===== src/hw/rtl/tss_pkg.sv =====
// ----------------------------------------------------------------------------
// tss_pkg: shared types, constants and tables of the tone string sequencer
// Widths, reset values, character codes, event codes and the note tables.
// ----------------------------------------------------------------------------
`default_nettype none

package tss_pkg;

  localparam int unsigned SYM_W    = 8;
  localparam int unsigned EVT_W    = 2;
  localparam int unsigned TONE_W   = 15;
  localparam int unsigned DUR_W    = 24;
  localparam int unsigned FULL_W   = 22;
  localparam int unsigned STEP_W   = 10;
  localparam int unsigned OCT_W    = 4;
  localparam int unsigned CORR_W   = 14;
  localparam int unsigned LEN_W    = 3;
  localparam int unsigned NOTE_W   = 4;
  localparam int unsigned ADDR_W   = 3;
  localparam int unsigned DATA_W   = 32;

  typedef logic [SYM_W-1:0]         sym_t;
  typedef logic [EVT_W-1:0]         evt_t;
  typedef logic [TONE_W-1:0]        tone_t;
  typedef logic [DUR_W-1:0]         dur_t;
  typedef logic [FULL_W-1:0]        full_t;
  typedef logic [STEP_W-1:0]        step_t;
  typedef logic [OCT_W-1:0]         oct_t;
  typedef logic signed [CORR_W-1:0] corr_t;
  typedef logic [LEN_W-1:0]         len_t;
  typedef logic [NOTE_W-1:0]        note_t;
  typedef logic [ADDR_W-1:0]        addr_t;
  typedef logic [DATA_W-1:0]        data_t;

  // Configuration registers as seen by the datapath.
  typedef struct packed {
    full_t full_note_us;
    step_t tempo_step_us;
  } cfg_t;

  // Contents of the input register.
  typedef struct packed {
    logic valid;
    sym_t symbol;
    logic song_start;
  } in_stage_t;

  // Register indexes (selected by paddr[2]).
  localparam logic REG_FULL_NOTE  = 1'b0;
  localparam logic REG_TEMPO_STEP = 1'b1;

  // Event codes.
  localparam evt_t EVT_TONE       = 2'd0;
  localparam evt_t EVT_REST       = 2'd1;
  localparam evt_t EVT_BAD_SHARP  = 2'd2;
  localparam evt_t EVT_BAD_CHAR   = 2'd3;

  // Reset values and limits.
  localparam full_t FULL_NOTE_RST  = 22'd2000000;
  localparam step_t TEMPO_STEP_RST = 10'd250;
  localparam oct_t  OCT_RST        = 4'd3;
  localparam oct_t  OCT_MAX        = 4'd9;
  localparam oct_t  OCT_MIN        = 4'd0;
  localparam corr_t CORR_RST       = 14'sd0;
  localparam corr_t CORR_MAX       = 14'sh1FFF;
  localparam corr_t CORR_MIN       = 14'sh2000;
  localparam len_t  LEN_RST        = 3'd0;
  localparam len_t  LEN_MAX        = 3'd5;
  localparam note_t NOTE_NONE      = 4'd12;

  // Character codes.
  localparam sym_t CH_DIGIT_0 = 8'h30;
  localparam sym_t CH_DIGIT_9 = 8'h39;
  localparam sym_t CH_UPPER_A = 8'h41;
  localparam sym_t CH_UPPER_G = 8'h47;
  localparam sym_t CH_LOWER_A = 8'h61;
  localparam sym_t CH_LOWER_G = 8'h67;
  localparam sym_t CH_REST    = 8'h70;  // p
  localparam sym_t CH_SLOWER  = 8'h3E;  // >
  localparam sym_t CH_FASTER  = 8'h3C;  // <
  localparam sym_t CH_LEN_0   = 8'h25;  // %
  localparam sym_t CH_LEN_1   = 8'h2A;  // *
  localparam sym_t CH_LEN_2   = 8'h3B;  // ;
  localparam sym_t CH_LEN_3   = 8'h3A;  // :
  localparam sym_t CH_LEN_4   = 8'h2C;  // ,
  localparam sym_t CH_LEN_5   = 8'h2E;  // .
  localparam sym_t CH_OCT_UP  = 8'h2B;  // +
  localparam sym_t CH_OCT_DN  = 8'h2D;  // -

  // Semitone index of a letter. The code is the low three bits of the
  // character, 1 for A up to 7 for G. B and E have no sharp.
  function automatic note_t letter_note(input logic [2:0] code, input logic sharp);
    note_t n;
    n = NOTE_NONE;
    case (code)
      3'd1:    n = sharp ? 4'd1  : 4'd0;
      3'd2:    n = sharp ? NOTE_NONE : 4'd2;
      3'd3:    n = sharp ? 4'd4  : 4'd3;
      3'd4:    n = sharp ? 4'd6  : 4'd5;
      3'd5:    n = sharp ? NOTE_NONE : 4'd7;
      3'd6:    n = sharp ? 4'd9  : 4'd8;
      3'd7:    n = sharp ? 4'd11 : 4'd10;
      default: n = NOTE_NONE;
    endcase
    return n;
  endfunction

  // Truncated frequency of each semitone in the top octave (octave 9).
  // Lower octaves are a right shift of these: the floor of a floor divided
  // by a power of two is the floor of the exact quotient.
  function automatic tone_t top_octave_hz(input note_t n);
    tone_t f;
    f = '0;
    case (n)
      4'd0:    f = 15'd14080;
      4'd1:    f = 15'd14917;
      4'd2:    f = 15'd15804;
      4'd3:    f = 15'd16744;
      4'd4:    f = 15'd17739;
      4'd5:    f = 15'd18794;
      4'd6:    f = 15'd19912;
      4'd7:    f = 15'd21096;
      4'd8:    f = 15'd22350;
      4'd9:    f = 15'd23679;
      4'd10:   f = 15'd25087;
      4'd11:   f = 15'd26579;
      default: f = '0;
    endcase
    return f;
  endfunction

endpackage

`default_nettype wire


===== src/hw/rtl/tss_if.sv =====
// ----------------------------------------------------------------------------
// tss_if: request channels of the tone string sequencer
// Valid/ready channels for music characters and for the resulting events.
// ----------------------------------------------------------------------------
`default_nettype none

interface tss_in_if;
  logic          valid;
  logic          ready;
  tss_pkg::sym_t symbol;
  logic          song_start;

  modport source (output valid, output symbol, output song_start, input ready);
  modport sink   (input valid, input symbol, input song_start, output ready);
endinterface

interface tss_out_if;
  logic           valid;
  logic           ready;
  tss_pkg::evt_t  event_res;
  tss_pkg::tone_t tone_hz;
  tss_pkg::dur_t  duration_us;

  modport source (output valid, output event_res, output tone_hz, output duration_us,
                  input ready);
  modport sink   (input valid, input event_res, input tone_hz, input duration_us,
                  output ready);
endinterface

`default_nettype wire


===== src/hw/rtl/tss_cfg_regs.sv =====
// ----------------------------------------------------------------------------
// tss_cfg_regs: configuration registers
// Whole-note duration and tempo step, written and read over the APB port.
// ----------------------------------------------------------------------------
`default_nettype none

module tss_cfg_regs (
  input  wire logic           clk,
  input  wire logic           rst_n,
  input  wire logic           psel,
  input  wire logic           penable,
  input  wire logic           pwrite,
  input  wire tss_pkg::addr_t paddr,
  input  wire tss_pkg::data_t pwdata,
  output tss_pkg::data_t      prdata,
  output tss_pkg::cfg_t       cfg
);

  tss_pkg::full_t full_r;
  tss_pkg::step_t step_r;
  logic           wr_en;

  assign wr_en = psel && penable && pwrite;

  always_ff @(posedge clk) begin
    if (!rst_n) begin
      full_r <= tss_pkg::FULL_NOTE_RST;
      step_r <= tss_pkg::TEMPO_STEP_RST;
    end else if (wr_en) begin
      unique case (paddr[2])
        tss_pkg::REG_FULL_NOTE:  full_r <= pwdata[tss_pkg::FULL_W-1:0];
        tss_pkg::REG_TEMPO_STEP: step_r <= pwdata[tss_pkg::STEP_W-1:0];
        default: ;
      endcase
    end
  end

  always_comb begin
    prdata = '0;
    unique case (paddr[2])
      tss_pkg::REG_FULL_NOTE:  prdata = tss_pkg::data_t'(full_r);
      tss_pkg::REG_TEMPO_STEP: prdata = tss_pkg::data_t'(step_r);
      default:                 prdata = '0;
    endcase
  end

  assign cfg.full_note_us  = full_r;
  assign cfg.tempo_step_us = step_r;

endmodule

`default_nettype wire


===== src/hw/rtl/tss_exec.sv =====
// ----------------------------------------------------------------------------
// tss_exec: symbol execution stage
// Decodes the registered character, updates the song state and loads the
// result register with the tone, rest or error event.
// ----------------------------------------------------------------------------
`default_nettype none

module tss_exec (
  input  wire logic              clk,
  input  wire logic              rst_n,
  input  wire tss_pkg::in_stage_t stage,
  input  wire tss_pkg::cfg_t     cfg,
  output logic                   stage_take,
  tss_out_if.source              out_chan
);

  tss_pkg::oct_t  oct_r, oct_nxt, oct_e;
  tss_pkg::corr_t corr_r, corr_nxt, corr_e;
  tss_pkg::len_t  len_r, len_nxt, len_e;

  logic           out_valid_r;
  tss_pkg::evt_t  evt_r, evt_nxt;
  tss_pkg::tone_t tone_r, tone_nxt;
  tss_pkg::dur_t  dur_r, dur_nxt;

  logic                   has_result;
  logic                   out_free;
  tss_pkg::note_t         note;
  logic signed [24:0]     prod;
  logic signed [25:0]     sum;
  tss_pkg::dur_t          dur_calc;
  tss_pkg::tone_t         tone_calc;

  // Song defaults apply before the character when song_start is set.
  assign oct_e  = stage.song_start ? tss_pkg::OCT_RST  : oct_r;
  assign corr_e = stage.song_start ? tss_pkg::CORR_RST : corr_r;
  assign len_e  = stage.song_start ? tss_pkg::LEN_RST  : len_r;

  // Duration: full note plus signed correction, clamped at zero, then shifted.
  assign prod     = $signed({1'b0, cfg.tempo_step_us}) * corr_e;
  assign sum      = $signed({4'b0000, cfg.full_note_us}) + {prod[24], prod};
  assign dur_calc = sum[25] ? '0 : tss_pkg::dur_t'(sum[24:0] >> len_e);

  assign note      = tss_pkg::letter_note(stage.symbol[2:0], stage.symbol[5]);
  assign tone_calc = tss_pkg::top_octave_hz(note) >> (tss_pkg::OCT_MAX - oct_e);

  always_comb begin
    oct_nxt    = oct_e;
    corr_nxt   = corr_e;
    len_nxt    = len_e;
    has_result = 1'b0;
    evt_nxt    = tss_pkg::EVT_BAD_CHAR;
    tone_nxt   = '0;
    dur_nxt    = '0;
    unique case (stage.symbol) inside
      [tss_pkg::CH_DIGIT_0:tss_pkg::CH_DIGIT_9]: oct_nxt = stage.symbol[3:0];
      [tss_pkg::CH_UPPER_A:tss_pkg::CH_UPPER_G],
      [tss_pkg::CH_LOWER_A:tss_pkg::CH_LOWER_G]: begin
        has_result = 1'b1;
        if (note == tss_pkg::NOTE_NONE) begin
          evt_nxt = tss_pkg::EVT_BAD_SHARP;
        end else begin
          evt_nxt  = tss_pkg::EVT_TONE;
          tone_nxt = tone_calc;
          dur_nxt  = dur_calc;
        end
      end
      tss_pkg::CH_REST: begin
        has_result = 1'b1;
        evt_nxt    = tss_pkg::EVT_REST;
        dur_nxt    = dur_calc;
      end
      tss_pkg::CH_SLOWER: begin
        if (corr_e != tss_pkg::CORR_MIN) corr_nxt = corr_e - 14'sd1;
      end
      tss_pkg::CH_FASTER: begin
        if (corr_e != tss_pkg::CORR_MAX) corr_nxt = corr_e + 14'sd1;
      end
      tss_pkg::CH_LEN_0: len_nxt = 3'd0;
      tss_pkg::CH_LEN_1: len_nxt = 3'd1;
      tss_pkg::CH_LEN_2: len_nxt = 3'd2;
      tss_pkg::CH_LEN_3: len_nxt = 3'd3;
      tss_pkg::CH_LEN_4: len_nxt = 3'd4;
      tss_pkg::CH_LEN_5: len_nxt = tss_pkg::LEN_MAX;
      tss_pkg::CH_OCT_UP: begin
        if (oct_e < tss_pkg::OCT_MAX) oct_nxt = oct_e + 4'd1;
      end
      tss_pkg::CH_OCT_DN: begin
        if (oct_e > tss_pkg::OCT_MIN) oct_nxt = oct_e - 4'd1;
      end
      default: has_result = 1'b1;
    endcase
  end

  // A character that only changes state never waits for the result register.
  assign out_free   = !out_valid_r || out_chan.ready;
  assign stage_take = stage.valid && (!has_result || out_free);

  always_ff @(posedge clk) begin
    if (!rst_n) begin
      oct_r       <= tss_pkg::OCT_RST;
      corr_r      <= tss_pkg::CORR_RST;
      len_r       <= tss_pkg::LEN_RST;
      out_valid_r <= 1'b0;
    end else begin
      if (stage_take) begin
        oct_r  <= oct_nxt;
        corr_r <= corr_nxt;
        len_r  <= len_nxt;
      end
      if (stage_take && has_result) begin
        out_valid_r <= 1'b1;
      end else if (out_chan.ready) begin
        out_valid_r <= 1'b0;
      end
    end
  end

  always_ff @(posedge clk) begin
    if (stage_take && has_result) begin
      evt_r  <= evt_nxt;
      tone_r <= tone_nxt;
      dur_r  <= dur_nxt;
    end
  end

  assign out_chan.valid       = out_valid_r;
  assign out_chan.event_res   = evt_r;
  assign out_chan.tone_hz     = tone_r;
  assign out_chan.duration_us = dur_r;

  a_oct_range : assert property (@(posedge clk) disable iff (!rst_n)
    oct_r <= tss_pkg::OCT_MAX)
    else $error("octave left its range");

  a_len_range : assert property (@(posedge clk) disable iff (!rst_n)
    len_r <= tss_pkg::LEN_MAX)
    else $error("length shift left its range");

  a_state_hold : assert property (@(posedge clk) disable iff (!rst_n)
    !stage_take |=> $stable(oct_r) && $stable(corr_r) && $stable(len_r))
    else $error("song state changed without a character taken");

  a_error_zero : assert property (@(posedge clk) disable iff (!rst_n)
    out_valid_r && (evt_r == tss_pkg::EVT_BAD_SHARP || evt_r == tss_pkg::EVT_BAD_CHAR)
    |-> tone_r == '0 && dur_r == '0)
    else $error("error event carries a tone or duration");

  a_rest_silent : assert property (@(posedge clk) disable iff (!rst_n)
    out_valid_r && evt_r == tss_pkg::EVT_REST |-> tone_r == '0)
    else $error("rest event carries a tone");

endmodule

`default_nettype wire


===== src/hw/rtl/tone_string_sequencer.sv =====
// ----------------------------------------------------------------------------
// tone_string_sequencer: music string player, one character per request
// Turns characters of a music string into tone, rest and error events.
// ----------------------------------------------------------------------------
// Usage:
//   in_chan carries one character of the music string per request, with
//   song_start set on the first character of a song to return the octave,
//   tempo correction and note length to their defaults. out_chan carries one
//   event request for each note letter, rest or bad character; digits and
//   the control symbols only change the song state and produce nothing.
//   The APB port holds the whole-note duration and the tempo step; write
//   them only while no character is in flight.
//   An event reaches out_chan through the input register and then the
//   execution stage, whose result register drives out_chan. Throughput is
//   one character per cycle while out_chan takes the events, set by the
//   single execution stage that decodes, updates the state and computes
//   the event in one pass.
//   When the receiver stalls, the event waits in the result register and
//   the input register still drains characters that produce no event; a
//   character that does produce one waits, and in_chan.ready then drops.
//   Reset (synchronous, active low) empties both registers, restores the
//   song defaults and the register reset values.
// ----------------------------------------------------------------------------
`default_nettype none

module tone_string_sequencer (
  input  wire logic           clk,
  input  wire logic           rst_n,
  tss_in_if.sink              in_chan,
  tss_out_if.source           out_chan,
  input  wire logic           psel,
  input  wire logic           penable,
  input  wire logic           pwrite,
  input  wire tss_pkg::addr_t paddr,
  input  wire tss_pkg::data_t pwdata,
  output tss_pkg::data_t      prdata,
  output logic                pready
);

  tss_pkg::cfg_t      cfg;
  tss_pkg::in_stage_t stage_r;
  logic               stage_take;
  logic               in_ready;
  logic               in_accept;

  assign pready = 1'b1;

  tss_cfg_regs u_cfg (
    .clk     (clk),
    .rst_n   (rst_n),
    .psel    (psel),
    .penable (penable),
    .pwrite  (pwrite),
    .paddr   (paddr),
    .pwdata  (pwdata),
    .prdata  (prdata),
    .cfg     (cfg)
  );

  // The input register takes a new character whenever it is empty or its
  // current character moves on to the execution stage in the same cycle.
  assign in_ready      = !stage_r.valid || stage_take;
  assign in_chan.ready = in_ready;
  assign in_accept     = in_chan.valid && in_ready;

  always_ff @(posedge clk) begin
    if (!rst_n) begin
      stage_r.valid <= 1'b0;
    end else if (in_accept) begin
      stage_r.valid <= 1'b1;
    end else if (stage_take) begin
      stage_r.valid <= 1'b0;
    end
    // Payload of the input register needs no reset.
    if (in_accept) begin
      stage_r.symbol     <= in_chan.symbol;
      stage_r.song_start <= in_chan.song_start;
    end
  end

  tss_exec u_exec (
    .clk        (clk),
    .rst_n      (rst_n),
    .stage      (stage_r),
    .cfg        (cfg),
    .stage_take (stage_take),
    .out_chan   (out_chan)
  );

endmodule

`default_nettype wire

===== src/flat_wrapper.sv =====
// flat-port wrapper written by rule: the top's interface ports become plain ports
module tone_string_sequencer_flat 
  (clk, rst_n, psel, penable, pwrite, paddr, pwdata, prdata, pready, in_chan_valid, in_chan_symbol, in_chan_song_start, in_chan_ready, out_chan_valid, out_chan_event_res, out_chan_tone_hz, out_chan_duration_us, out_chan_ready);
  tss_in_if in_chan_i ();
  tss_out_if out_chan_i ();
  input  wire logic clk;
  input  wire logic rst_n;
  input  wire logic psel;
  input  wire logic penable;
  input  wire logic pwrite;
  input  wire tss_pkg::addr_t paddr;
  input  wire tss_pkg::data_t pwdata;
  output tss_pkg::data_t prdata;
  output logic pready;
  input wire logic [$bits(in_chan_i.valid)-1:0] in_chan_valid;
  input wire logic [$bits(in_chan_i.symbol)-1:0] in_chan_symbol;
  input wire logic [$bits(in_chan_i.song_start)-1:0] in_chan_song_start;
  output wire logic [$bits(in_chan_i.ready)-1:0] in_chan_ready;
  output wire logic [$bits(out_chan_i.valid)-1:0] out_chan_valid;
  output wire logic [$bits(out_chan_i.event_res)-1:0] out_chan_event_res;
  output wire logic [$bits(out_chan_i.tone_hz)-1:0] out_chan_tone_hz;
  output wire logic [$bits(out_chan_i.duration_us)-1:0] out_chan_duration_us;
  input wire logic [$bits(out_chan_i.ready)-1:0] out_chan_ready;
  assign in_chan_i.valid = in_chan_valid;
  assign in_chan_i.symbol = in_chan_symbol;
  assign in_chan_i.song_start = in_chan_song_start;
  assign in_chan_ready = in_chan_i.ready;
  assign out_chan_valid = out_chan_i.valid;
  assign out_chan_event_res = out_chan_i.event_res;
  assign out_chan_tone_hz = out_chan_i.tone_hz;
  assign out_chan_duration_us = out_chan_i.duration_us;
  assign out_chan_i.ready = out_chan_ready;
  tone_string_sequencer u_core (.clk(clk), .rst_n(rst_n), .in_chan(in_chan_i), .out_chan(out_chan_i), .psel(psel), .penable(penable), .pwrite(pwrite), .paddr(paddr), .pwdata(pwdata), .prdata(prdata), .pready(pready));
endmodule

===== config.mk =====
export PLATFORM = sky130hd
export DESIGN_NAME = tone_string_sequencer_flat
export DESIGN_NICKNAME = d
export VERILOG_FILES = /design/src/hw/rtl/tss_pkg.sv /design/src/hw/rtl/tss_if.sv /design/src/hw/rtl/tss_cfg_regs.sv /design/src/hw/rtl/tss_exec.sv /design/src/hw/rtl/tone_string_sequencer.sv /design/src/flat_wrapper.sv
export SDC_FILE = /design/constraint.sdc
export NUM_CORES = 1
export LEC_CHECK = 0
export BUFFER_PORTS_ARGS = -buffer_cell sky130_fd_sc_hd__buf_2
export CORE_MARGIN = 4
export CORE_UTILIZATION = 35
export CTS_CLUSTER_SIZE = 25
export DETAILED_ROUTE_END_ITERATION = 10
export MAX_ROUTING_LAYER = met4
export PLACE_DENSITY = 0.58
export SLEW_MARGIN = 0
export SYNTH_ARGS = -nofsm -noshare
export SYNTH_HDL_FRONTEND = slang
export SYNTH_SLANG_ARGS = --single-unit

===== constraint.sdc =====
create_clock -name clk -period 7.35 [get_ports clk]
set_input_delay 0.735 -clock clk [delete_from_list [all_inputs] [get_ports clk]]
set_output_delay 0.735 -clock clk [all_outputs]
set_load 0.02 [all_outputs]

Yosys cells after proc, flatten, opt, wreduce, memory -nomap -nowiden
Memories as Yosys holds them, arrays and structs flattened.
Cells that the tools add are included.
{ "word_totals": {"rom_bits": 240, "output_inout_bits": 76, "ff_bits": 105, "wordCells": 102, "input_bits": 51, "mem_count": 1} }
{ "mem_list": {"columns": ["name", "depth", "width", "rd", "rd_ports_with_merged_regs", "write_ports", "line_no", "rtl"], "rows": [
  ["(no name shown)", 16, 15, 1, 0, 0, "tss_pkg.sv:114", "case (n)"]
]} }
{ "classes": {"order_cmp": 8, "mux": 29, "bitwise_logic": 2, "multipliers": 1, "n_eq_ne": 21, "reduce_logical": 20, "add_sub_neg": 6, "shifts": 2} }
{ "ops": {"columns": ["cell", "n"], "rows": [
  ["8-bit by 6-bit equality test with 1-bit output, second input constant", 10],
  ["32-bit case mux with 2 select lines", 1],
  ["24-bit 2-to-1 mux", 2],
  ["24-bit case mux with 2 select lines", 1],
  ["14-bit 2-to-1 mux", 3],
  ["14-bit != test, second input constant", 2],
  ["14-bit case mux with 2 select lines", 1],
  ["4-bit case mux with 7 select lines", 1],
  ["23-bit by 25-bit adder with 26-bit output", 1],
  ["11-bit by 14-bit multiplier with 25-bit output", 1],
  ["25-bit by 3-bit >> shifter with 24-bit output", 1],
  ["4-bit 2-to-1 mux", 5],
  ["3-bit case mux with 6 select lines", 1],
  ["8-bit by 7-bit greater-or-equal comparator with 1-bit output, second input constant", 2],
  ["8-bit by 7-bit <= comparator with 1-bit output, second input constant", 2],
  ["15-bit by 4-bit >> shifter with 15-bit output", 1],
  ["14-bit by 2-bit adder with 14-bit output, second input constant", 1],
  ["14-bit by 2-bit subtractor with 14-bit output, second input constant", 1],
  ["3-bit equality test, second input constant", 4],
  ["4-bit case mux with 3 select lines", 1],
  ["11-bit OR reduction", 1],
  ["8-bit by 7-bit equality test with 1-bit output, second input constant", 1],
  ["8-bit by 6-bit greater-or-equal comparator with 1-bit output, second input constant", 1],
  ["8-bit by 6-bit <= comparator with 1-bit output, second input constant", 1],
  ["other kinds (19)", 43]
]} }

Logic depth before layout (Yosys ltp)
Gate-level depths: netlist of the first run.
{ "logic_depth": {"depth_word": 8, "ltp_mapped": 27, "depth_no_buf": 22} }

Hierarchy
From an unflattened synthesis of the first run, not the netlist that was laid out.
{ "hier_totals": {"hier_cells": 1659, "hier_area_um2": 13924.6} }
{ "modules_own_cells": {"columns": ["module", "seq_area_each_um2", "cells_each", "area_each_um2", "instances"], "rows": [
  ["tss_exec", 1671.6, 1471, 11952.7, 1],
  ["tss_cfg_regs", 640.6, 172, 1632.8, 1],
  ["tone_string_sequencer", 290.3, 16, 339.1, 1]
]} }

Worst setup path before layout of the first run
No wires, ideal clock.
{ "synth_timing": {"path_type": "reg2reg", "startpoint": "reg u_core.stage_r[0] in the netlist's numbering", "endpoint": "reg u_core.u_exec.dur_r[17] (netlist: u_core.u_exec.out_chan.duration_us[17]) (data pin)", "setup_ps": 257, "setup_slack_ps": 762, "path_stages_with_launch": 25, "required_ps": 7093, "path_buffers": 6, "t_arrival_ps": 6332, "synth_period_minus_slack_ps": 6588, "path_cell_list": "edfxtp_1 buf_6 clkbuf_1 clkbuf_1 clkbuf_1 nor2b_1 clkbuf_1 nand2_1 fa_1 fa_1 fa_1 inv_1 fa_1 inv_1 fa_1 inv_1 ha_1 o21ai_1 a211oi_1 a211oi_1 o31ai_1 mux2i_1 clkbuf_1 nor2_1 a32o_1"} }
{ "synth_between": {"elab_chain_len": 7, "elab_cells_between_ends": 8, "classes_between": "add/sub: 1; mul: 1; shift: 1; mux: 5"} }
{ "synth_lines": {"columns": ["element", "line_no", "rtl"], "rows": [
  ["from (decl)", "tone_string_sequencer.sv:41", "tss_pkg::in_stage_t stage_r;"],
  ["14-bit 2-to-1 mux", "tss_exec.sv:36", "assign corr_e = stage.song_start ? tss_pkg::CORR_RST : corr_r;"],
  ["11-bit by 14-bit multiplier with 25-bit output", "tss_exec.sv:40", "assign prod = $signed({1'b0, cfg.tempo_step_us}) * corr_e;"],
  ["23-bit by 25-bit adder with 26-bit output", "tss_exec.sv:41", "assign sum = $signed({4'b0000, cfg.full_note_us}) + {prod[24], prod};"],
  ["25-bit by 3-bit >> shifter with 24-bit output", "tss_exec.sv:42", "assign dur_calc = sum[25] ? '0 : tss_pkg::dur_t'(sum[24:0] >> len_e);"],
  ["24-bit 2-to-1 mux (*)", "tss_exec.sv:42", null],
  ["24-bit 2-to-1 mux", "tss_exec.sv:60", "if (note == tss_pkg::NOTE_NONE) begin"],
  ["24-bit case mux with 2 select lines (*)", "tss_exec.sv:55", "unique case (stage.symbol) inside"],
  ["to (signal assigned)", "tss_exec.sv:123", "dur_r <= dur_nxt;"],
  ["to (decl)", "tss_exec.sv:24", "tss_pkg::dur_t dur_r, dur_nxt;"]
]} }
Every way passes the cells marked *; elsewhere a longest branch is shown, timed or not.
A chain may end at the register's enable or synchronous reset.

Worst setup path in the final report of the first run
{ "layout_timing": {"startpoint": "reg u_core.u_exec.corr_r[13]", "endpoint": "reg u_core.u_exec.dur_r[18] (netlist: u_core.u_exec.out_chan.duration_us[18]) (data pin)"} }
{ "layout_between": {"elab_chain_len": 7} }
{ "layout_lines": {"columns": ["element", "line_no", "rtl"], "rows": [
  ["from (decl)", "tss_exec.sv:18", "tss_pkg::corr_t corr_r, corr_nxt, corr_e;"],
  ["from (signal assigned)", "tss_exec.sv:102", "corr_r <= tss_pkg::CORR_RST;"],
  ["from (signal assigned)", "tss_exec.sv:108", "corr_r <= corr_nxt;"],
  ["14-bit 2-to-1 mux (*)", "tss_exec.sv:36", null],
  ["11-bit by 14-bit multiplier with 25-bit output (*)", "tss_exec.sv:40", null],
  ["23-bit by 25-bit adder with 26-bit output (*)", "tss_exec.sv:41", null],
  ["25-bit by 3-bit >> shifter with 24-bit output", "tss_exec.sv:42", null],
  ["24-bit 2-to-1 mux (*)", "tss_exec.sv:42", null],
  ["24-bit 2-to-1 mux", "tss_exec.sv:60", null],
  ["24-bit case mux with 2 select lines (*)", "tss_exec.sv:55", null]
]} }
Marked as above.

==> impl_metrics.toml, run 1 <==
[global_route]
grt_pass1_vias = 11316
grt_max_degree = 64
grt_usage_pct = 17.6
overflow = 0
grt_pass1_wl_mm = 58.6
antenna_found_initial = 0

[sta]
max_slew_margin_pct = 20.2
timing.final.crit_period_ns = 6.82
max_slew.worst_pin.slew_ns = 1.19
grt_setup_unrepaired = "false"
setup_tns_ns = 0
slew_viol_final = 0
setup_violations = 0
hold_violations = 0
fin_crit_sh_pct = 92.8
fmax_mhz = 147
finalClockSkew_ns = 0.0117

[worst_setup_path]
cp_cell_sequence = "nor2b_1, buf_4, nand2_1, inv_1, fa_1, inv_1, fa_1, inv_1, fa_1, fa_1, inv_1, fa_1, inv_1, ha_1, a21o_1, a21o_1, a221oi_1, o31ai_1, mux2i_2, nand2b_1, a2111o_1, o211ai_1"
critical_path_depth = 22
timing.rr.end = "u_core.u_exec.out_chan.duration_us[18]$_SDFFCE_PN0P_"
cp.arrival_ns = 6.95
critPathCaptureType = "flip-flop"
cpLargestDelayFamily = "adder cells"
rr_worst_depth = 22
critPathKind = "reg2reg"
cp_max_fo = 13
critPathMaxStageDelay_ns = 0.57
worst-path-buf-inv = 6
reg2reg_from = "u_core.u_exec.corr_r[13]$_SDFFE_PN0P_"
reg2reg_slack_ns = 0.53
crit_path_end = "u_core.u_exec.out_chan.duration_us[18]$_SDFFCE_PN0P_"
crit_path_start = "u_core.u_exec.corr_r[13]$_SDFFE_PN0P_"
slowest_stage = "fa_1"
startpoint_type = "flip-flop"
critPathRequiredTime_ns = 7.48

[finish]
nets = 1975
layout_commonest_cell = "nand2_1"
drive_gt1_share_pct = 10.2
fill_cells = 3990
final_util_pct = 38.6
final_cell_area_mm2 = 0.0149
layout_common_cells = "nand2_1, inv_1, fa_1, buf_2, nor2_1"
diodes = 0
syn_to_final_growth_pct = 9.26

[clocking]
cts_made_buffers = 9
path_clk_slew_ns = 0.09
h-tree-depth = 3
cts_root_buf = "clkbuf_16"
clockBufferDepth = 2
clock_latency_ns = 0.39
cts_tree = "done"
cts_sinks = 105

[die]
coreArea_mm2 = 0.0386
die_w_um = 205
io_pins = 127
std_cell_rows = 72
dieArea_mm2 = 0.0422
initial_core_util_pct = 35.3
die_h_um = 205

[synthesis]
syn_area_per_cell_um2 = 8.25
synth_edf_count = 50
synthArstFlopShare_pct = 0
ys_seq_area_share_pct = 19.1
ys_seq_elements = 105
ys_warn_count = 0
ys_types = 86
synthFlopType = "dfxtp_1"
netlist_area_mm2 = 0.0136
synthCells = 1653

[route]
wl_per_cell_um = 15.8
wl_mm = 35.2
dr.pass1.iters = 5
ant_nets = 0
avgViaCountPerCell = 5.11
drt_iter0_markers = 692
remaining_drc_errors = 0
vias = 11341

[place]
placement.cell_area_mm2 = 0.0146
place_hpwl_mm = 27.7
io_buffer_count = 103
gp_congestion = 0.882

[power_and_ir_drop]
cellLeakagePower_nw = 6.75
power_density_mw_per_mm2 = 123
irDropWorstVdd_uv = 106

[run_status]
status = "completed"

[flow_run]
maxCapViolations = 0

[worst_hold_path]
hold_class = "reg2reg"
-- final cells by class --
class / instances / area [µm²] / area share, %
clock buffer: 9 / 225 / 1.51
clock inverter: 7 / 91.3 / 0.613
inverter: 234 / 878 / 5.90
multi-input combinational: 1220 / 9730 / 65.3
sequential: 105 / 2600 / 17.5
tap: 518 / 648 / 4.35
timing repair buffer: 128 / 716 / 4.81
-- flip-flops by register name, indices dropped and copies added (netlist names), 3 cells and up --
register / cells
u_core.u_exec.out_chan.duration_us: 24
u_core.u_cfg.full_r: 22
u_core.u_exec.out_chan.tone_hz: 15
u_core.u_exec.corr_r: 14
u_core.stage_r: 10
u_core.u_cfg.step_r: 10
u_core.u_exec.oct_r: 4
u_core.u_exec.len_r: 3
-- worst min-delay path by stage --
stage / from / end / slack (ns) / depth (start not counted)
final: u_core.u_cfg.full_r[11]$_SDFFE_PN0P_ / u_core.u_cfg.full_r[11]$_SDFFE_PN0P_ / 0.47 / 2
after floorplan: u_core.u_cfg.full_r[11]$_SDFFE_PN0P_ / u_core.u_cfg.full_r[11]$_SDFFE_PN0P_ / 0.44 / 2
after CTS: u_core.u_cfg.full_r[12]$_SDFFE_PN0P_ / u_core.u_cfg.full_r[12]$_SDFFE_PN0P_ / 0.47 / 2
after global routing: u_core.u_cfg.full_r[12]$_SDFFE_PN0P_ / u_core.u_cfg.full_r[12]$_SDFFE_PN0P_ / 0.50 / 2
after detailed placement: u_core.u_cfg.full_r[12]$_SDFFE_PN0P_ / u_core.u_cfg.full_r[12]$_SDFFE_PN0P_ / 0.46 / 2
after global placement: u_core.u_cfg.full_r[1]$_SDFFE_PN0P_ / u_core.u_cfg.full_r[1]$_SDFFE_PN0P_ / 0.46 / 2
-- report_power, final --
part | switching [mW] | leakage [nW] | internal (mW) | total [mW]
Clock | 0.273 | 0.152 | 0.246 | 0.520
Combinational | 0.411 | 5.68 | 0.244 | 0.656
Sequential | 0.0201 | 0.918 | 0.633 | 0.653
Total | 0.705 | 6.75 | 1.12 | 1.83
-- metal layers --
| metal | global-route usage (%) | routed length, µm | up-vias |
|---|---|---|---|
| met3 | 2.19 | 1240 | 40 |
| li1 | - | - | 5522 |
| met5 | - | 0 | - |
| met1 | 22.4 | 15600 | 5544 |
| met4 | 4.55 | 742 | 0 |
| met2 | 30.0 | 17600 | 235 |
-- worst min-delay path, delay by kind of cell, from the launching register on --
family / cells / cell delay, ns
DFF: 1 / 0.31
and+or+nand+nor: 1 / 0.05
AOI/OAI and AO/OA: 1 / 0.06
-- synth_stat cells (11+ instances only) --
cell | n | area (µm²)
buf_2 | 11 | 55.1
a21oi_1 | 75 | 375
o21ai_1 | 16 | 80.1
nand2_1 | 251 | 942
o211ai_1 | 18 | 135
dfxtp_1 | 55 | 1100
nor3_1 | 20 | 100
fa_1 | 154 | 3080
and2_1 | 73 | 457
nor2b_1 | 43 | 269
a211oi_1 | 18 | 135
ha_1 | 72 | 901
nor2_1 | 87 | 327
clkbuf_1 | 74 | 278
a21boi_0 | 25 | 188
mux2i_1 | 31 | 310
edfxtp_1 | 50 | 1500
xor2_1 | 12 | 105
nand2b_1 | 14 | 87.6
nand3_1 | 42 | 210
o21ai_0 | 69 | 345
xnor2_1 | 19 | 166
inv_1 | 234 | 878
buf_4 | 11 | 82.6
-- cells by family (layout without fill, tap and decap cells) --
logic type / after synthesis / count (layout) / share of synthesized area (%)
flops: 105 / 105 / 19.1
simple gates: 585 / 585 / 20.5
other cells: 2 / 11 / 0.0551
xor+xnor: 31 / 31 / 1.99
buf+inv: 337 / 378 / 9.80
compound gates: 325 / 325 / 16.0
fa+ha+maj: 226 / 226 / 29.2
mux: 42 / 42 / 3.35
-- what timing repair did --
item / CTS / global route
buffers inserted: 0 / 0
setup endpoints to repair: 0 / 3
hold buffers: 0 / 0
resized for setup: 0 / 1
-- through the flow --
stage | cells | power, mW | hold WS, ns | worst slack, ns
floorplan | 1662 | 1.15 | 0.443 | 0.762
global placement | 2205 | 1.32 | 0.456 | 0.514
detailed placement | 2205 | 1.32 | 0.461 | 0.444
CTS | 2221 | 1.85 | 0.471 | 0.419
global route | 2221 | 1.95 | 0.497 | 0.0731
finish | 2221 | 1.83 | 0.469 | 0.531
(Power assumes the default switching activity.)
==> run 2, diff against run 1 <==
--- a/config.mk
+++ b/config.mk
@@ -8,6 +8,7 @@
 export BUFFER_PORTS_ARGS = -buffer_cell sky130_fd_sc_hd__buf_2
 export CORE_MARGIN = 4
 export CORE_UTILIZATION = 35
+export CTS_BUF_LIST = sky130_fd_sc_hd__clkbuf_8
 export CTS_CLUSTER_SIZE = 25
 export DETAILED_ROUTE_END_ITERATION = 10
 export MAX_ROUTING_LAYER = met4
==> run 2 against run 1 <==
  * Routed wire length is essentially flat
  * Via count grew 0.26%
  * Cell count is the same
  * Power shrank 6.8%
  * Combinational power is essentially flat
  * Count of clock-buffer cells in the layout is the same
  * Non-clock buffer count is the same
  * Register-to-register slack is essentially flat
  * Largest cell class unchanged
==> impl_metrics.toml, run 2 (synthesized netlist as in run 1, its figures left out) <==
[run_status]
status = "completed"

[clocking]
clock_latency_ns = 0.44
cts_sinks = 105
h-tree-depth = 3
cts_tree = "done"
cts_setup_buffers = 0
cts_root_buf = "clkbuf_8"
cts_made_buffers = 9
path_clk_slew_ns = 0.13
clockBufferDepth = 2

[die]
io_pins = 127
initial_core_util_pct = 35.3
die_w_um = 205
die_h_um = 205
coreArea_mm2 = 0.0386
dieArea_mm2 = 0.0422
std_cell_rows = 72

[worst_setup_path]
startpoint_type = "flip-flop"
cp_max_fo = 13
cp.arrival_ns = 7.02
crit_path_end = "u_core.u_exec.out_chan.duration_us[18]$_SDFFCE_PN0P_"
reg2reg_from = "u_core.u_exec.corr_r[13]$_SDFFE_PN0P_"
rr_worst_depth = 22
critPathRequiredTime_ns = 7.54
timing.rr.end = "u_core.u_exec.out_chan.duration_us[18]$_SDFFCE_PN0P_"
crit_path_start = "u_core.u_exec.corr_r[13]$_SDFFE_PN0P_"
critPathKind = "reg2reg"
reg2reg_slack_ns = 0.52
critPathCaptureType = "flip-flop"

[finish]
drive_gt1_share_pct = 10.2
multiInputGateArea_mm2 = 0.00973
syn_to_final_growth_pct = 8.52
layout_common_cells = "nand2_1, inv_1, fa_1, buf_2, nor2_1"
largest_reg_flops = 24
nets = 1975
final_util_pct = 38.4
regArea_mm2 = 0.00260
layout_commonest_cell = "nand2_1"
fill_cells = 4010
diodes = 0

[sta]
max_slew.worst_pin.slew_ns = 1.20
max_slew_margin_pct = 19.9
setup_tns_ns = 0
hold_slack_ns = 0.463
slew_viol_final = 0
fin_crit_sh_pct = 92.9
fmax_mhz = 146
finalClockSkew_ns = 0.0201
setup_violations = 0
grt_setup_unrepaired = "false"
timing.final.crit_period_ns = 6.83
hold_violations = 0

[route]
ant_nets = 0
drt_iter0_markers = 668
vias = 11370
wl_per_cell_um = 15.8
avgViaCountPerCell = 5.12
wl_mm = 35.2
dr.pass1.iters = 5
remaining_drc_errors = 0

[power_and_ir_drop]
power_density_mw_per_mm2 = 115
p_total_mw = 1.70
irDropWorstVdd_uv = 81.8
cellLeakagePower_nw = 6.70

[global_route]
overflow = 0
grt_pass1_vias = 11332
grt_max_degree = 64
grt_pass1_wl_mm = 58.6
grt_usage_pct = 17.6
antenna_found_initial = 0

[place]
gp_congestion = 0.882
place_hpwl_mm = 27.7
io_buffer_count = 103

[worst_hold_path]
hold_class = "in2reg"

[flow_run]
maxCapViolations = 0
run 2: changes by cell type in the layout (fill, tap and decap cells not counted):
cell       before  now
clkbuf_16       9    0
clkbuf_8        0    9
run 2: repair_timing:
item | CTS | global route
gates resized for setup | 0 | 1
endpoints found under the setup margin | 0 | 3
hold buffers | 0 | 0
hold endpoints to repair | 0 | 0
run 2: worst max-delay path, cell delays in order (launching register included):
cell	delay [ns]
dfxtp_1	0.45
nor2b_1	0.35
buf_4	0.28
nand2_1	0.12
inv_1	0.13
fa_1	0.52
inv_1	0.23
fa_1	0.57
inv_1	0.13
fa_1	0.42
fa_1	0.54
inv_1	0.05
fa_1	0.53
inv_1	0.04
ha_1	0.46
a21o_1	0.26
a21o_1	0.17
a221oi_1	0.28
o31ai_1	0.16
mux2i_2	0.38
nand2b_1	0.26
a2111o_1	0.13
o211ai_1	0.09
run 2: how the worst min path moves through the flow:
stage / startpoint / endpoint / slack, ns / cells past startpoint
after CTS: in_chan_symbol[5] / u_core.stage_r[6]$_DFFE_PP_ / 0.42 / 1
after floorplan: u_core.u_cfg.full_r[11]$_SDFFE_PN0P_ / u_core.u_cfg.full_r[11]$_SDFFE_PN0P_ / 0.44 / 2
after detailed placement: u_core.u_cfg.full_r[12]$_SDFFE_PN0P_ / u_core.u_cfg.full_r[12]$_SDFFE_PN0P_ / 0.46 / 2
after global routing: in_chan_symbol[1] / u_core.stage_r[2]$_DFFE_PP_ / 0.44 / 1
after global placement: u_core.u_cfg.full_r[1]$_SDFFE_PN0P_ / u_core.u_cfg.full_r[1]$_SDFFE_PN0P_ / 0.46 / 2
final: in_chan_symbol[5] / u_core.stage_r[6]$_DFFE_PP_ / 0.46 / 1
run 2: final cells by class:
cell class	instances	area share, %
flip-flops and latches	105	17.6
repair buffers	128	4.84
clock inverters	7	0.618
multi-input cells	1220	65.8
well taps	518	4.38
inverters	234	5.94
clock buffers	9	0.837
run 2: where the power goes:
part | total, mW | internal [mW] | switching [mW]
combinational | 0.657 | 0.244 | 0.413
sequential | 0.654 | 0.633 | 0.0202
clock | 0.393 | 0.139 | 0.254
total | 1.70 | 1.02 | 0.687
run 2: routing by layer:
metal  GRT usage, %  share of wire, %  vias to the layer above  wire length [µm]
met4           4.35               1.9                        0               680
li1               -                 -                     5525                 -
met5              -                 0                        -                 0
met1           22.4                45                     5602             15700
met2           30.0                50                      210             17600
met3           2.10               3.3                       33              1160
run 2: metrics by stage:
step	instance area (µm²)	setup WS (ns)	cells
after floorplan	13700	0.762	1662
after global placement	14600	0.514	2205
after detailed placement	14600	0.444	2205
after CTS	14800	0.416	2221
after global routing	14800	0.0707	2221
final	14800	0.523	2221
==> run 3, diff against run 2 <==
--- a/config.mk
+++ b/config.mk
@@ -5,12 +5,13 @@
 export SDC_FILE = /design/constraint.sdc
 export NUM_CORES = 1
 export LEC_CHECK = 0
+export ABC_AREA = 1
 export BUFFER_PORTS_ARGS = -buffer_cell sky130_fd_sc_hd__buf_2
-export CORE_MARGIN = 4
 export CORE_UTILIZATION = 35
 export CTS_BUF_LIST = sky130_fd_sc_hd__clkbuf_8
 export CTS_CLUSTER_SIZE = 25
 export DETAILED_ROUTE_END_ITERATION = 10
+export HOLD_SLACK_MARGIN = 0.1
 export MAX_ROUTING_LAYER = met4
 export PLACE_DENSITY = 0.58
 export SLEW_MARGIN = 0
==> run 3 against run 2 <==
  * Clock skew decreased by 0.0034 ns
  * Clock power decreased by 2%
  * Non-clock buffer count decreased by 4
  * First-iteration DRC count increased by 28%
  * Fmax increased by 4.8%
  * Utilization increased by 0.50 points
  * Routed wire length increased by 13%
  * Register-to-register slack improved by 0.31 ns
  * Power increased by 32%
  * Critical path depth increased by 1
  * Final area increased by 2.7%
==> impl_metrics.toml, run 3 <==
[run_status]
status = "completed"

[finish]
syn_to_final_growth_pct = 8.25
nets = 2392
largest_reg_flops = 24
fill_cells = 4276
layout_commonest_cell = "nand2_1"
drive_gt1_share_pct = 8.96
layout_common_cells = "nand2_1, inv_1, nand3_1, nor2_1, fa_1"
diodes = 0

[synthesis]
syn_area_per_cell_um2 = 6.87
yosysMostFrequentCell = "nand2_1"
synth.area.top_cells = "fa_1, nand2_1, edfxtp_1, inv_1, nand3_1"
synthCells = 2043
ys_types = 47
netlist_area_mm2 = 0.0140
yosysTopAreaCellShare_pct = 22.0
synth_edf_count = 50
ys_seq_elements = 105
synthArstFlopShare_pct = 0
ys_warn_count = 0
ys_top_cells_by_count = "nand2_1, inv_1, nand3_1"
synthFlopType = "dfxtp_1"
ys_seq_area_share_pct = 18.5
synth_area_leader_cell = "fa_1"

[route]
vias = 12976
remaining_drc_errors = 0
ant_nets = 0
drt_iter0_markers = 856
wl_per_cell_um = 15.1
avgViaCountPerCell = 4.92
wl_mm = 39.8
dr.pass1.iters = 5

[power_and_ir_drop]
cellLeakagePower_nw = 7.96
power_density_mw_per_mm2 = 148
irDropWorstVdd_uv = 72.2

[global_route]
grt_pass1_vias = 13104
grt_usage_pct = 21.2
antenna_found_initial = 0
grt_max_degree = 42
overflow = 0
grt_pass1_wl_mm = 66.8

[sta]
finalClockSkew_ns = 0.0167
setup_tns_ns = 0
slew_viol_final = 0
hold_violations = 0
fmax_mhz = 154
max_slew_margin_pct = 31.1
setup_violations = 0
max_slew.worst_pin.slew_ns = 1.03
hold_slack_ns = 0.480
grt_setup_unrepaired = "false"
fin_crit_sh_pct = 88.6
timing.final.crit_period_ns = 6.51

[worst_setup_path]
startpoint_type = "flip-flop"
cp_max_fo = 15
timing.rr.end = "u_core.u_exec.out_chan.duration_us[1]$_SDFFCE_PN0P_"
rr_worst_depth = 23
cpLargestDelayFamily = "adder cells"
critPathMaxStageDelay_ns = 0.55
slowest_stage = "fa_1"
critPathKind = "reg2reg"
cp.arrival_ns = 6.79
cp_cell_sequence = "inv_2, nand2_2, inv_1, nand2_1, fa_1, inv_1, fa_1, fa_1, fa_1, inv_1, fa_1, inv_1, ha_1, nand2_1, nor2_1, nand2_1, nor2_1, nand2_1, nand4_1, nand3_4, nor2_4, inv_1, o21ai_1"
worst-path-buf-inv = 6
reg2reg_from = "u_core.stage_r[0]$_DFFE_PP_"
critPathRequiredTime_ns = 7.63
reg2reg_slack_ns = 0.84
critPathCaptureType = "flip-flop"

[die]
std_cell_rows = 72
initial_core_util_pct = 35.9
dieArea_mm2 = 0.0409
die_w_um = 202
die_h_um = 202
coreArea_mm2 = 0.0391
io_pins = 127

[worst_hold_path]
hold_class = "in2reg"
holdPathStages = 1
hold_start = "in_chan_symbol[3]"
holdPathEnd = "u_core.stage_r[4]$_DFFE_PP_"

[clocking]
path_clk_slew_ns = 0.11
cts-resized-gates = 0
cts_root_buf = "clkbuf_8"
h-tree-depth = 3
cts_hold_buf = 0
clock_latency_ns = 0.43
cts_sinks = 105
cts_tree = "done"
cts_setup_buffers = 0
clockBufferDepth = 2
cts_made_buffers = 9

[place]
place_hpwl_mm = 32.1
gp_congestion = 0.928
io_buffer_count = 103

[flow_run]
maxCapViolations = 0
==> run 3: cell count changes after synthesis, moves of 18 or more <==
cell / change
a211oi_1: -18
a21boi_0: -23
a21oi_1: -23
and2_1: -73
clkbuf_1: -35
inv_1: +153
mux2i_1: -31
nand2_1: +284
nand3_1: +195
nand4_1: +18
nor2_1: +129
nor2b_1: -43
==> run 3: area by class of cell <==
| class | instances | area (µm²) | area share, % |
|---|---|---|---|
| Timing Repair Buffer | 124 | 673 | 4.43 |
| Multi-Input combinational cell | 1471 | 9560 | 62.9 |
| Clock inverter | 6 | 48.8 | 0.321 |
| Tap cell | 518 | 648 | 4.27 |
| Clock buffer | 10 | 138 | 0.906 |
| Sequential cell | 105 | 2600 | 17.1 |
| Inverter | 404 | 1520 | 10.0 |
==> run 3: where the power goes <==
group | leakage (nW) | internal [mW] | switching (mW)
sequential | 0.928 | 0.641 | 0.0228
clock | 0.0991 | 0.137 | 0.247
combinational | 6.93 | 0.403 | 0.799
==> run 3: per-layer routing <==
metal	track usage (%)	vias up	wire (µm)
li1	-	6415	-
met2	36.0	307	19700
met4	7.25	0	1240
met5	-	-	0
met3	3.43	63	1770
met1	25.4	6191	17100
==> run 3: cell families (layout without fill, tap and decap cells) <==
kind of cell             after synthesis  in the layout  share of synthesized area, %
other                                  2             11                        0.0535
AO/OA/AOI/OAI                        148            148                          5.69
adder cells (fa/ha/maj)              226            226                          28.4
XOR/XNOR                              14             14                         0.873
buffers and inverters                476            544                          13.6
AND/OR/NAND/NOR                     1072           1072                          32.9
flip-flops                           105            105                          18.5
==> run 3: worst max-delay path by stage <==
stage                                 from                                              endpoint  slack [ns]  depth (start not counted)
2_1_floorplan  u_core.stage_r[0]$_DFFE_PP_  u_core.u_exec.out_chan.duration_us[13]$_SDFFCE_PN0P_        1.52                         27
3_3_place_gp   u_core.stage_r[0]$_DFFE_PP_   u_core.u_exec.out_chan.duration_us[1]$_SDFFCE_PN0P_        0.93                         23
3_5_place_dp   u_core.stage_r[0]$_DFFE_PP_   u_core.u_exec.out_chan.duration_us[1]$_SDFFCE_PN0P_        0.91                         23
4_1_cts        u_core.stage_r[0]$_DFFE_PP_   u_core.u_exec.out_chan.duration_us[1]$_SDFFCE_PN0P_        0.85                         23
5_1_grt        u_core.stage_r[0]$_DFFE_PP_   u_core.u_exec.out_chan.duration_us[1]$_SDFFCE_PN0P_        0.37                         23
6_report       u_core.stage_r[0]$_DFFE_PP_   u_core.u_exec.out_chan.duration_us[1]$_SDFFCE_PN0P_        0.84                         23
==> run 3: stage by stage <==
step                      setup slack (ns)  utilization [%]  power, mW  instances  cell area [µm²]
after global routing                 0.370             38.9       2.50       2638            15200
final                                0.838             38.9       2.25       2638            15200
after floorplan                       1.52                -       1.58       2052            14100
after CTS                            0.849             38.9       2.29       2638            15200
after global placement               0.934             38.4       1.88       2622            15000
after detailed placement             0.910             38.4       1.89       2622            15000
